<file path="src/mtep_pkg.sv">
package mtep_pkg;

  typedef struct packed {
    logic [7:0] data_byte;
    logic       restart;
  } in_t;

  typedef struct packed {
    logic [2:0]  event_kind;
    logic [31:0] position;
    logic [7:0]  note;
    logic [7:0]  velocity;
    logic [31:0] note_index;
    logic [31:0] partner_index;
    logic        partner_found;
    logic [25:0] tempo_bpm;
    logic [7:0]  sig_numerator;
    logic [30:0] sig_denominator;
  } out_t;

  localparam logic [2:0] KIND_ON    = 3'd0;
  localparam logic [2:0] KIND_OFF   = 3'd1;
  localparam logic [2:0] KIND_TEMPO = 3'd2;
  localparam logic [2:0] KIND_SIG   = 3'd3;
  localparam logic [2:0] KIND_END   = 3'd4;

  localparam logic [2:0] OP_DELTA = 3'd0;
  localparam logic [2:0] OP_ON    = 3'd1;
  localparam logic [2:0] OP_OFF   = 3'd2;
  localparam logic [2:0] OP_TEMPO = 3'd3;
  localparam logic [2:0] OP_SIG   = 3'd4;
  localparam logic [2:0] OP_END   = 3'd5;

  // front-to-back command word
  typedef struct packed {
    logic [2:0]  op;
    logic        clr;
    logic [31:0] val;   // delta or microseconds per quarter
    logic [15:0] tpq;
    logic [7:0]  a;     // key or numerator
    logic [7:0]  b;     // velocity or denominator exponent
  } cmd_t;

  localparam int DIV_W  = 37;
  localparam int DVS_W  = 24;
  localparam logic [DIV_W-1:0] TEMPO_NUM = 37'd60000000;
  localparam logic [31:0] FIRST_POS = 32'd12;
  localparam logic [7:0] META_END   = 8'h2f;
  localparam logic [7:0] META_TEMPO = 8'h51;
  localparam logic [7:0] META_SIG   = 8'h58;

endpackage

</file>
<file path="src/midi_track_event_parser.sv">
// channel | dir | payload                  | handshake
// in      | in  | in_word  (data_byte, restart) | in_valid / in_ready
// out     | out | out_word (event fields)   | out_valid / out_ready
//
// A byte is taken whenever the 4-word command queue has room.
// Delta and tempo commands run a 37-bit restoring divider (nonzero divisor only).
// A note-off scans the pending table one entry per cycle (up to PENDING_DEPTH).
// Reset (rst, synchronous) clears parser, queue and pending table at once.
// A stalled output holds the back end; the queue lets the front keep taking bytes.
module midi_track_event_parser #(
  parameter int PENDING_DEPTH = 32
) (
  input  logic            clk,
  input  logic            rst,
  input  logic            in_valid,
  output logic            in_ready,
  input  mtep_pkg::in_t   in_word,
  output logic            out_valid,
  input  logic            out_ready,
  output mtep_pkg::out_t  out_word
);
  import mtep_pkg::*;

  logic q_full, q_push, q_pop, q_avail;
  cmd_t q_wdata, q_rdata;

  mtep_front u_front (
    .clk(clk), .rst(rst), .in_valid(in_valid), .in_ready(in_ready), .in_word(in_word),
    .q_full(q_full), .q_push(q_push), .q_cmd(q_wdata)
  );

  mtep_queue u_queue (
    .clk(clk), .rst(rst), .push(q_push), .wdata(q_wdata), .full(q_full),
    .pop(q_pop), .avail(q_avail), .rdata(q_rdata)
  );

  mtep_back #(.PENDING_DEPTH(PENDING_DEPTH)) u_back (
    .clk(clk), .rst(rst), .avail(q_avail), .cmd(q_rdata), .pop(q_pop),
    .out_valid(out_valid), .out_ready(out_ready), .out_word(out_word)
  );
endmodule

</file>
<file path="src/mtep_front.sv">
module mtep_front (
  input  logic            clk,
  input  logic            rst,
  input  logic            in_valid,
  output logic            in_ready,
  input  mtep_pkg::in_t   in_word,
  input  logic            q_full,
  output logic            q_push,
  output mtep_pkg::cmd_t  q_cmd
);
  import mtep_pkg::*;

  localparam logic [3:0] PH_FILE_HDR  = 4'd0;
  localparam logic [3:0] PH_TRK_HDR   = 4'd1;
  localparam logic [3:0] PH_DELTA     = 4'd2;
  localparam logic [3:0] PH_STATUS    = 4'd3;
  localparam logic [3:0] PH_NOTE_KEY  = 4'd4;
  localparam logic [3:0] PH_NOTE_VEL  = 4'd5;
  localparam logic [3:0] PH_SKIP      = 4'd6;
  localparam logic [3:0] PH_META_TYPE = 4'd7;
  localparam logic [3:0] PH_META_LEN  = 4'd8;
  localparam logic [3:0] PH_META_DATA = 4'd9;

  logic [3:0]  phase, phase_next;
  logic [7:0]  bcnt, bcnt_next;
  logic [15:0] tpq, tpq_next;
  logic [31:0] dacc, dacc_next;
  logic [7:0]  status, status_next;
  logic [7:0]  key, key_next;
  logic [7:0]  mtype, mtype_next;
  logic [7:0]  mrem, mrem_next;
  logic [23:0] mval, mval_next;
  logic        clr_pend, clr_pend_next;
  logic        acc, emit;
  logic [7:0]  b;
  cmd_t        cmd;

  assign in_ready = !q_full;
  assign acc = in_valid && in_ready;
  assign b = in_word.data_byte;
  assign q_push = acc && emit;
  assign q_cmd = cmd;

  always_comb begin
    logic [3:0]  ph;
    logic [7:0]  bc;
    logic [15:0] tq;
    logic [31:0] da;
    logic [7:0]  mt;
    logic        fin;
    ph = phase; bc = bcnt; tq = tpq; da = dacc; mt = mtype;
    status_next = status; key_next = key; mrem_next = mrem; mval_next = mval;
    if (in_word.restart) begin
      ph = PH_FILE_HDR; bc = '0; tq = '0; da = '0; mt = '0;
      status_next = '0; key_next = '0; mrem_next = '0; mval_next = '0;
    end
    phase_next = ph; bcnt_next = bc; tpq_next = tq; dacc_next = da; mtype_next = mt;
    emit = 1'b0;
    fin = 1'b0;
    cmd = '0;
    cmd.clr = clr_pend | in_word.restart;
    cmd.tpq = tq;
    case (ph)
      PH_FILE_HDR: begin
        if (bc == 8'd12) tpq_next = {b, 8'h00};
        else if (bc == 8'd13) tpq_next = {tq[15:8], b};
        bcnt_next = bc + 8'd1;
        if (bc + 8'd1 >= 8'd14) begin
          phase_next = PH_TRK_HDR;
          bcnt_next = '0;
        end
      end
      PH_TRK_HDR: begin
        bcnt_next = bc + 8'd1;
        if (bc + 8'd1 >= 8'd8) begin
          phase_next = PH_DELTA;
          bcnt_next = '0;
          dacc_next = '0;
        end
      end
      PH_DELTA: begin
        dacc_next = {da[24:0], b[6:0]};
        if (!b[7]) begin
          emit = 1'b1;
          cmd.op = OP_DELTA;
          cmd.val = {da[24:0], b[6:0]};
          phase_next = PH_STATUS;
        end
      end
      PH_STATUS: begin
        if (b[7]) begin
          status_next = b;
          if (b <= 8'haf) phase_next = PH_NOTE_KEY;
          else if (b <= 8'hbf) begin
            phase_next = PH_SKIP; bcnt_next = 8'd2;
          end else if (b <= 8'hdf) begin
            phase_next = PH_SKIP; bcnt_next = 8'd1;
          end else if (b == 8'hff) phase_next = PH_META_TYPE;
          else begin
            phase_next = PH_DELTA; dacc_next = '0;
          end
        end
      end
      PH_NOTE_KEY: begin
        key_next = b;
        phase_next = PH_NOTE_VEL;
      end
      PH_NOTE_VEL: begin
        phase_next = PH_DELTA;
        dacc_next = '0;
        emit = 1'b1;
        cmd.op = (status_next[7:4] == 4'h9) ? OP_ON : OP_OFF;
        cmd.a = key_next;
        cmd.b = b;
      end
      PH_SKIP: begin
        bcnt_next = (bc > 8'd0) ? bc - 8'd1 : bc;
        if (bcnt_next == 8'd0) begin
          phase_next = PH_DELTA; dacc_next = '0;
        end
      end
      PH_META_TYPE: begin
        mtype_next = b;
        phase_next = PH_META_LEN;
      end
      PH_META_LEN: begin
        mrem_next = b;
        mval_next = '0;
        bcnt_next = '0;
        if (b == 8'd0) fin = 1'b1;
        else phase_next = PH_META_DATA;
      end
      PH_META_DATA: begin
        case (bc)
          8'd0: mval_next[23:16] = mval_next[23:16] | b;
          8'd1: mval_next[15:8] = mval_next[15:8] | b;
          8'd2: mval_next[7:0] = mval_next[7:0] | b;
          default: ;
        endcase
        if (bc < 8'd255) bcnt_next = bc + 8'd1;
        if (mrem_next > 8'd0) mrem_next = mrem_next - 8'd1;
        if (mrem_next == 8'd0) fin = 1'b1;
      end
      default: begin
        phase_next = PH_FILE_HDR;
        bcnt_next = '0;
      end
    endcase
    if (fin) begin
      phase_next = PH_DELTA;
      dacc_next = '0;
      cmd.val = {8'h00, mval_next};
      cmd.a = mval_next[23:16];
      cmd.b = mval_next[15:8];
      if (mt == META_END) begin
        emit = 1'b1; cmd.op = OP_END;
        phase_next = PH_TRK_HDR; bcnt_next = '0;
      end else if (mt == META_TEMPO) begin
        emit = 1'b1; cmd.op = OP_TEMPO;
      end else if (mt == META_SIG) begin
        emit = 1'b1; cmd.op = OP_SIG;
      end
    end
    clr_pend_next = emit ? 1'b0 : cmd.clr;
  end

  always_ff @(posedge clk) begin
    if (rst) begin
      phase <= PH_FILE_HDR;
      bcnt <= '0; tpq <= '0; dacc <= '0; status <= '0; key <= '0;
      mtype <= '0; mrem <= '0; mval <= '0; clr_pend <= 1'b0;
    end else if (acc) begin
      phase <= phase_next; bcnt <= bcnt_next; tpq <= tpq_next; dacc <= dacc_next;
      status <= status_next; key <= key_next; mtype <= mtype_next;
      mrem <= mrem_next; mval <= mval_next; clr_pend <= clr_pend_next;
    end
  end
endmodule

</file>
<file path="src/mtep_queue.sv">
module mtep_queue (
  input  logic            clk,
  input  logic            rst,
  input  logic            push,
  input  mtep_pkg::cmd_t  wdata,
  output logic            full,
  input  logic            pop,
  output logic            avail,
  output mtep_pkg::cmd_t  rdata
);
  import mtep_pkg::*;

  cmd_t       slots [4];
  logic [1:0] wp, rp;
  logic [2:0] cnt;

  assign full = (cnt == 3'd4);
  assign avail = (cnt != 3'd0);
  assign rdata = slots[rp];

  always_ff @(posedge clk) begin
    if (push) slots[wp] <= wdata;
  end

  always_ff @(posedge clk) begin
    if (rst) begin
      wp <= '0; rp <= '0; cnt <= '0;
    end else begin
      if (push) wp <= wp + 2'd1;
      if (pop) rp <= rp + 2'd1;
      cnt <= cnt + {2'b00, push} - {2'b00, pop};
    end
  end
endmodule

</file>
<file path="src/mtep_div.sv">
module mtep_div (
  input  logic                       clk,
  input  logic                       rst,
  input  logic                       start,
  input  logic [mtep_pkg::DIV_W-1:0] dividend,
  input  logic [mtep_pkg::DVS_W-1:0] divisor,
  output logic                       busy,
  output logic                       done,
  output logic [mtep_pkg::DIV_W-1:0] quotient
);
  import mtep_pkg::*;

  logic [DVS_W-1:0] rem, dvs;
  logic [DIV_W-1:0] quo;
  logic [5:0]       cnt;
  logic [DVS_W:0]   t;
  logic             ge;

  assign t = {rem, quo[DIV_W-1]};
  assign ge = (t >= {1'b0, dvs});
  assign quotient = quo;

  always_ff @(posedge clk) begin
    if (rst) begin
      busy <= 1'b0; done <= 1'b0; cnt <= '0;
    end else begin
      done <= 1'b0;
      if (start) begin
        busy <= 1'b1; cnt <= 6'(DIV_W);
      end else if (busy) begin
        cnt <= cnt - 6'd1;
        if (cnt == 6'd1) begin
          busy <= 1'b0; done <= 1'b1;
        end
      end
    end
  end

  always_ff @(posedge clk) begin
    if (start) begin
      rem <= '0; quo <= dividend; dvs <= divisor;
    end else if (busy) begin
      rem <= ge ? DVS_W'(t - {1'b0, dvs}) : t[DVS_W-1:0];
      quo <= {quo[DIV_W-2:0], ge};
    end
  end
endmodule

</file>
<file path="src/mtep_back.sv">
module mtep_back #(
  parameter int PENDING_DEPTH = 32
) (
  input  logic            clk,
  input  logic            rst,
  input  logic            avail,
  input  mtep_pkg::cmd_t  cmd,
  output logic            pop,
  output logic            out_valid,
  input  logic            out_ready,
  output mtep_pkg::out_t  out_word
);
  import mtep_pkg::*;

  localparam int IW = (PENDING_DEPTH > 1) ? $clog2(PENDING_DEPTH) : 1;
  localparam int CW = $clog2(PENDING_DEPTH + 1);
  localparam logic [CW-1:0] DEPTH_C = CW'(PENDING_DEPTH);

  localparam logic [1:0] B_IDLE = 2'd0;
  localparam logic [1:0] B_DIV  = 2'd1;
  localparam logic [1:0] B_SRCH = 2'd2;

  logic [1:0]  st;
  logic        cleared, div_tempo;
  logic [31:0] pos, base, nc;
  logic [CW-1:0] pc, si;
  logic [7:0]  pn_note [PENDING_DEPTH];
  logic [31:0] pn_idx  [PENDING_DEPTH];
  logic [7:0]  skey;
  out_t        res;

  logic              div_start, div_busy, div_done;
  logic [DIV_W-1:0]  div_a, div_q;
  logic [DVS_W-1:0]  div_b;
  logic [IW-1:0]     sidx;
  logic [DIV_W-1:0]  d24;

  assign sidx = si[IW-1:0];
  assign d24 = {1'b0, cmd.val, 4'b0} + {2'b0, cmd.val, 3'b0};
  assign out_word = res;

  mtep_div u_div (
    .clk(clk), .rst(rst), .start(div_start), .dividend(div_a), .divisor(div_b),
    .busy(div_busy), .done(div_done), .quotient(div_q)
  );

  logic go;
  assign go = (st == B_IDLE) && avail && !out_valid && (cleared || !cmd.clr);
  assign pop = go;

  always_comb begin
    div_start = 1'b0;
    div_a = d24;
    div_b = {8'h00, cmd.tpq};
    if (go && cmd.op == OP_DELTA && cmd.tpq != 16'd0) div_start = 1'b1;
    if (go && cmd.op == OP_TEMPO && cmd.val[23:0] != 24'd0) begin
      div_start = 1'b1;
      div_a = TEMPO_NUM;
      div_b = cmd.val[23:0];
    end
  end

  always_ff @(posedge clk) begin
    out_t r;
    if (rst) begin
      st <= B_IDLE; cleared <= 1'b0; out_valid <= 1'b0;
      pos <= '0; nc <= '0; pc <= '0;
    end else begin
      r = res;
      if (out_valid && out_ready) out_valid <= 1'b0;
      case (st)
        B_IDLE: begin
          if (avail && !out_valid && cmd.clr && !cleared) begin
            cleared <= 1'b1; pos <= '0; nc <= '0; pc <= '0;
          end else if (go) begin
            cleared <= 1'b0;
            r = '0;
            r.position = pos;
            case (cmd.op)
              OP_DELTA: begin
                base <= (nc == 32'd0) ? FIRST_POS : pos;
                if (cmd.tpq == 16'd0) begin
                  if (nc == 32'd0) pos <= FIRST_POS;
                end else begin
                  div_tempo <= 1'b0; st <= B_DIV;
                end
              end
              OP_ON: begin
                r.event_kind = KIND_ON;
                r.note = cmd.a; r.velocity = cmd.b; r.note_index = nc;
                nc <= nc + 32'd1;
                out_valid <= 1'b1;
                if (pc < DEPTH_C) begin
                  pn_note[pc[IW-1:0]] <= cmd.a;
                  pn_idx[pc[IW-1:0]] <= nc;
                  pc <= pc + CW'(1);
                end
              end
              OP_OFF: begin
                r.event_kind = KIND_OFF;
                r.note = cmd.a; r.velocity = cmd.b; r.note_index = nc;
                nc <= nc + 32'd1;
                skey <= cmd.a; si <= '0; st <= B_SRCH;
              end
              OP_TEMPO: begin
                r.event_kind = KIND_TEMPO;
                if (cmd.val[23:0] == 24'd0) out_valid <= 1'b1;
                else begin
                  div_tempo <= 1'b1; st <= B_DIV;
                end
              end
              OP_SIG: begin
                r.event_kind = KIND_SIG;
                r.sig_numerator = cmd.a;
                r.sig_denominator = (cmd.b >= 8'd30) ? 31'h4000_0000
                                    : (31'd1 << cmd.b[4:0]);
                out_valid <= 1'b1;
              end
              default: begin
                r.event_kind = KIND_END;
                out_valid <= 1'b1;
              end
            endcase
          end
        end
        B_DIV: begin
          if (div_done) begin
            st <= B_IDLE;
            if (div_tempo) begin
              r.tempo_bpm = div_q[25:0];
              out_valid <= 1'b1;
            end else pos <= base + div_q[31:0];
          end
        end
        B_SRCH: begin
          if (si == pc) begin
            out_valid <= 1'b1; st <= B_IDLE;
          end else if (pn_note[sidx] == skey) begin
            r.partner_index = pn_idx[sidx];
            r.partner_found = 1'b1;
            out_valid <= 1'b1;
            pc <= pc - CW'(1);
            st <= B_IDLE;
            for (int j = 0; j < PENDING_DEPTH - 1; j++) begin
              if (CW'(j) >= si) begin
                pn_note[j] <= pn_note[j+1];
                pn_idx[j] <= pn_idx[j+1];
              end
            end
          end else si <= si + CW'(1);
        end
        default: st <= B_IDLE;
      endcase
      res <= r;
    end
  end
endmodule

</file>
<file path="config.mk">
export PLATFORM = sky130hd
export DESIGN_NAME = midi_track_event_parser
export DESIGN_NICKNAME = d
export VERILOG_FILES = /design/src/mtep_pkg.sv /design/src/midi_track_event_parser.sv /design/src/mtep_front.sv /design/src/mtep_queue.sv /design/src/mtep_div.sv /design/src/mtep_back.sv
export SDC_FILE = /design/constraint.sdc
export NUM_CORES = 2
export LEC_CHECK = 0
export ABC_AREA = 0
export BUFFER_PORTS_ARGS = -buffer_cell sky130_fd_sc_hd__buf_4
export CAP_MARGIN = 10
export CORE_UTILIZATION = 53
export CTS_BUF_LIST = sky130_fd_sc_hd__clkbuf_4 sky130_fd_sc_hd__clkbuf_8 sky130_fd_sc_hd__clkbuf_16
export CTS_CLUSTER_SIZE = 14
export DETAILED_ROUTE_END_ITERATION = 12
export GPL_TIMING_DRIVEN = 0
export PLACE_DENSITY = 0.79
export REMOVE_ABC_BUFFERS = 1
export SYNTH_ARGS = -nofsm -noshare
export SYNTH_HDL_FRONTEND = slang
export SYNTH_SLANG_ARGS = --single-unit
</file>
<file path="constraint.sdc">
create_clock -name clk -period 8.95 [get_ports clk]
set_input_delay 1.79 -clock clk [delete_from_list [all_inputs] [get_ports clk]]
set_output_delay 1.79 -clock clk [all_outputs]
set_load 0.01 [all_outputs]
</file>
### Word-level counts from Yosys, hierarchy flattened

Memories as Yosys holds them, arrays and structs flattened. A register that Yosys moved wholly into a read port is not among the register bits.
Cells that the tools add are included.

| cells by class | value |
|---|---|
| add/subtract/negate cells | 15 |
| multiply operators | 0 |
| div/mod/pow operators | 0 |
| order comparisons | 42 |
| equality and inequality tests | 48 |
| shift operators | 1 |
| multiplexer cells | 354 |
| bitwise operators | 8 |
| reduce and logical (&&, ||, !) cells | 58 |

Operator list:

| cell | number |
|---|---|
| 32-bit 2-to-1 mux | 23 |
| 1-bit 2-to-1 mux | 223 |
| 8-bit 2-to-1 mux | 26 |
| 98-bit 2-to-1 mux | 2 |
| 32-bit one-hot mux with 5 select lines | 1 |
| 37-bit 2-to-1 mux | 3 |
| 16-bit 2-to-1 mux | 6 |
| 5-bit by 6-bit greater-or-equal comparator with 1-bit output (first input constant) | 15 |
| 6-bit 2-to-1 mux | 13 |
| 33-bit 2-to-1 mux | 2 |
| 33-bit one-hot mux with 2 select lines | 1 |
| 32-bit one-hot mux with 2 select lines | 1 |
| 26-bit 2-to-1 mux | 2 |
| 26-bit one-hot mux with 2 select lines | 1 |
| 4-bit by 6-bit greater-or-equal comparator with 1-bit output (first input constant) | 8 |
| 24-bit 2-to-1 mux | 2 |
| 24-bit one-hot mux with 2 select lines | 1 |
| 8-bit one-hot mux with 6 select lines | 1 |
| 4-bit 2-to-1 mux | 11 |
| 4-bit one-hot mux with 10 select lines | 1 |
| 39-bit 2-to-1 mux | 1 |
| 36-bit by 35-bit adder with 37-bit output | 1 |
| 32-bit by 1-bit adder with 32-bit output (second input constant) | 1 |
| 32-bit adder | 1 |
| other kinds (81) | 179 |

| word-level totals | value |
|---|---|
| flip-flop bits (word level) | 519 |
| latch bits | 0 |
| bits in writable memories | 1552 |
| memory bits (read-only) | 0 |
| bits of input ports | 13 |
| output and inout bits | 183 |
| memories | 3 |

Memories:

| memory | depth | width | rd ports | clocked after Yosys merged registers in | wr ports | line | source |
|---|---|---|---|---|---|---|---|
| u_back.pn_idx | 32 | 32 | 32 | 1 | 31 | mtep_back.sv:28 | `logic [31:0] pn_idx [PENDING_DEPTH];` |
| u_queue.slots | 4 | 68 | 1 | 1 | 1 | mtep_queue.sv:13 | `cmd_t slots [4];` |
| u_back.pn_note | 32 | 8 | 32 | 1 | 31 | mtep_back.sv:27 | `logic [7:0] pn_note [PENDING_DEPTH];` |

### Logic depth before layout (Yosys ltp)

| depth | value |
|---|---|
| depth in word-level cells | 11 |
| mapped depth | 22 |
| depth with buffers taken out | 17 |

### By module

A second synthesis with hierarchy kept.

| second synthesis, totals | value |
|---|---|
| cell total of the unflattened synthesis | 6835 |
| area total of the unflattened synthesis | 101720.1 sq um |

Modules (own cells, without submodules):

| module | times used | cells each | area an instance (sq um) | seq. area each (sq um) |
|---|---|---|---|---|
| mtep_back | 1 | 5118 | 79960.4 | 46864.9 |
| mtep_queue | 1 | 398 | 10276.1 | 8348.0 |
| mtep_front | 1 | 851 | 6364.9 | 2122.0 |
| mtep_div | 1 | 468 | 5118.7 | 2472.4 |

### Least setup slack after synthesis

OpenSTA, ideal clock, no wires.

| timing path | value |
|---|---|
| path type | input port to flip-flop |
| start | in in_word[0] (netlist bit) |
| end | mem u_queue.slots[0][0] (netlist bit) (enable) |
| data arrival time | 6.081 ns |
| required time | 8.516 ns |
| slack | 2.435 ns |
| stages on the path | 13 |
| path buffers | 3 |
| cell sequence | clkbuf_1 > nand2b_1 > ha_1 > o211ai_1 > and3_1 > or3_1 > or4_1 > clkbuf_1 > a21boi_1 > a21oi_1 > o31a_1 > buf_2 > and2_1 |

| between the ends | value |
|---|---|
| cells in the longest elaborated chain, start to end | 11 |
| elaborated cells between the ends (all ways) | 25 |

Ends and longest elaborated chain:

| what | line | source |
|---|---|---|
| start, declared | midi_track_event_parser.sv:17 | `input mtep_pkg::in_t in_word,` |
| 8-bit 2-to-1 mux | mtep_front.sv:53 | `if (in_word.restart) begin` |
| 8-bit by 1-bit subtractor with 8-bit output / 8-bit by 1-bit greater-than comparator with 1-bit output (equally long branches) | mtep_front.sv:141 | `if (mrem_next > 8'd0) mrem_next = mrem_next - 8'd1;` |
| 8-bit 2-to-1 mux | mtep_front.sv:141 |  |
| 8-bit 2-to-1 mux | mtep_front.sv:63 | `case (ph)` |
| 8-bit zero test | mtep_front.sv:142 | `if (mrem_next == 8'd0) fin = 1'b1;` |
| 1-bit 2-to-1 mux | mtep_front.sv:142 |  |
| 1-bit one-hot mux with 2 select lines | mtep_front.sv:63 |  |
| 1-bit 2-to-1 mux (*) | mtep_front.sv:149 | `if (fin) begin` |
| 1-bit logical AND (*) | mtep_front.sv:41 | `assign q_push = acc && emit;` |
| net q_push | midi_track_event_parser.sv:24 | `logic q_full, q_push, q_pop, q_avail;` |
| 1-bit 2-to-1 mux (*) | mtep_queue.sv:22 | `if (push) slots[wp] <= wdata;` |
| 1-bit 2-to-1 mux (not written as such) (*) | mtep_queue.sv:22 |  |
| end, declared | mtep_queue.sv:13 |  |

Mark *: on every way through the listed nets, which the timed path passes. The rest lies on a longest branch. The select of a mux whose other input is x is not followed.

==> metrics <==
final WL=273 mm; top achievable clock speed=141 MHz; count of input and output buffers=195; Hold Crit Depth=0; unrepaired setup endpoints after global routing=no; Hold Buf Count CTS=0; vias per cell=6.60; Die Y=438 um; CTS tree=yes; ANT nets after route=0; final layout net count=6,899; post-layout instance area=113,000 sq um; P per Cell Area=216 nW/um^2; dpl cell area=106,000 sq um; row count=159; arrival time worst endpoint=7600 ps; Slew Limit Fails=0; fraction of registers with async set/reset=0; endpoints failing setup=0; minimum clock period=7110 ps; worst setup margin=1840 ps; DRC Markers=0; postcts setup bufs=0; ranking of synthesized cells by area=edfxtp_1 55%, mux4_2 9.3%, mux2_2 8.6%; clk slew on worst S/H paths=60 ps; critical path endpoint=u_back.pn_idx[4][21]; Hold/Removal Path Class=register to register; Top-Level Pins=196; initial core utilization=0.536; DP HPWL=173 mm; post_cts resized=0; Core Area=188,000 sq um; TNS Setup=0 ps; Cell Area, Synth=101,000 sq um; first-pass GRT wire length=403 mm; initial DRC count=8,152; TritonCTS buffer count=206; root buf cell=clkbuf_16; CP startpoint kind=register; total number of vias=62,300; Seq/Total Area, Yosys=0.592; layout cell share with drive strength beyond 1=0.286; worst setup path class=register to register; Tot GR Track Use=0.281; slowest stage cell, crit path=nand2_4; Peak VDD IR=0.000222 V; worst endpoint required time=9440 ps; post-synth cell types=85; die area=192,000 sq um; Max-Cap Viols=0; CP endpoint kind=register; largest net degree at the start of global routing=114; grt ovf=0; outcome=finished, final reports clean; pre-CTS WS=1600 ps; r2r endpoint=u_back.pn_idx[4][21]; synth-to-layout area growth=12.3%; EDFF count, synth=1,841; number of global-route vias before repair=61,800; Rel. slew slack=0.0661; Post-Syn Instances=6,775; Avg Cell Area, Syn=14.9 sq um; final core utilization=0.602; maximum fanout along the worst path=41; Wirelength per Cell=29.0 um; clock buffer depth=3; synth warn=0; final hold vios=0; gpl congestion=0.880; clock sink count=2,067; chip width=438 um; CP cell instances=buf_16, nor2b_1, a22oi_1, nand3_1, o31ai_1, or3_1, a221oi_1, and4_1, and3_4, buf_16, nand2_4, nand2_4; max incr delay on CP=940 ps; H-tree depth=4; leakage power=43.3 nW; flop-to-flop setup slack=1840 ps; dominant synthesized flop cell=edfxtp_1; post-synth top area share=0.548; Final Skew=67.0 ps; commonest non-fill, non-tap cells in the layout=1,841 x edfxtp_1, 775 x mux2_2, 469 x mux2_1; Tcrit/Tclk final=0.795; Initial DRT Pass Iterations=6; number of antenna violations at the first check in global routing=9; Seq cells post-synth=2,067; R2R depth=12; insertion delay to the later sink of the worst-skew pair=880 ps; commonest non-fill, non-tap cell in the layout=edfxtp_1; worst-margin pin slew=1400 ps; area leader, netlist=edfxtp_1
[synthesized netlist by cell type (15+ instances only)]
| library cell | instances |
|---|---|
| clkbuf_1 | 337 |
| nand3_1 | 96 |
| or3_1 | 32 |
| a22o_1 | 39 |
| a22oi_1 | 114 |
| nand4_1 | 36 |
| inv_1 | 127 |
| o31ai_1 | 24 |
| edfxtp_1 | 1841 |
| o21ai_0 | 164 |
| a21o_1 | 64 |
| mux2_1 | 469 |
| xor2_1 | 72 |
| buf_1 | 77 |
| buf_4 | 17 |
| mux2i_1 | 128 |
| dfxtp_1 | 226 |
| nor4_1 | 26 |
| a21oi_1 | 175 |
| and2_1 | 108 |
| mux4_2 | 416 |
| nand2b_1 | 26 |
| nor3_1 | 78 |
| a211oi_1 | 23 |
| o22ai_1 | 15 |
| and3_1 | 37 |
| nor2b_1 | 88 |
| nand2_1 | 284 |
| ha_1 | 123 |
| or2_2 | 16 |
| o211ai_1 | 16 |
| xnor2_1 | 56 |
| buf_2 | 104 |
| nor2_1 | 356 |
| mux2_2 | 775 |
[critical path: cells and delay by family, from the launching register on]
family / cells / cell delay [ps]
AND/OR/NAND/NOR: 7 / 4340
buffers and inverters: 2 / 670
flip-flops: 1 / 850
AO/OA/AOI/OAI: 3 / 790
[kinds of logic after synthesis]
| group | synth area share |
|---|---|
| AND/OR/NAND/NOR | 0.0587 |
| flip-flops | 0.592 |
| multiplexers | 0.244 |
| XOR/XNOR | 0.0111 |
| AO/OA/AOI/OAI | 0.0495 |
| adder cells (fa/ha/maj) | 0.0160 |
| buffers and inverters | 0.0280 |
[per-stage QoR]
step	hold slack, ps	instances	power [mW]
finish	459	9434	24.5
global route	478	9433	25.3
CTS	460	9417	24.5
detailed placement	446	9031	15.8
global placement	435	8918	15.7
floorplan	422	6228	14.3
[worst min-delay path by stage]
stage / start / slack [ps] / endpoint
final: u_back.pos[30] / 460 / u_back.out_word[176]
after global routing: u_back.pos[29] / 480 / u_back.out_word[175]
after CTS: u_front.mval[5] / 460 / u_front.mval[5]
after detailed placement: u_back.pos[30] / 450 / u_back.out_word[176]
after global placement: u_back.pos[29] / 440 / u_back.out_word[175]
after floorplan: u_back.pos[6] / 420 / u_back.out_word[152]
[final cells by class]
cell class | count | area (sq um)
Antenna cell | 2 | 5.00
Clock buffer | 268 | 5750
Clock inverter | 118 | 1120
Fill cell | 13400 | 75100
Inverter | 130 | 493
Multi-Input combinational cell | 4031 | 38800
Sequential cell | 2067 | 59800
Tap cell | 2495 | 3120
Timing Repair Buffer | 323 | 4190
[power breakdown]
part | internal [mW] | leakage, nW | switching [mW]
Clock | 4.96 | 3.44 | 3.81
Combinational | 1.86 | 18.9 | 2.62
Sequential | 11.0 | 21.0 | 0.274
Total | 17.8 | 43.3 | 6.71
[state kept, by name, indices dropped and copies added, names as in the netlist, 8 cells and up, named ones only]
signal                 flops
u_back.pn_idx           1024
u_back.skey                8
u_front.mval              24
u_back.u_div.rem          24
u_back.u_div.dvs          24
u_front.dacc              25
u_back.nc                 32
u_front.tpq               16
u_back.out_word          181
u_back.pos                32
u_front.mrem               8
u_front.mtype              8
u_back.pn_note           256
u_front.key                8
u_queue.slots            272
u_back.u_div.quotient     37
u_front.bcnt               8
u_back.base               32
[routing by layer]
layer,GRT usage,part of all wire,up-vias
li1,-,-,26300
met1,0.376,0.38,31600
met2,0.446,0.47,3729
met3,0.0660,0.11,653
met4,0.107,0.039,8
met5,0,0.00016,-
Note: power is estimated with default switching activity, not from simulation.
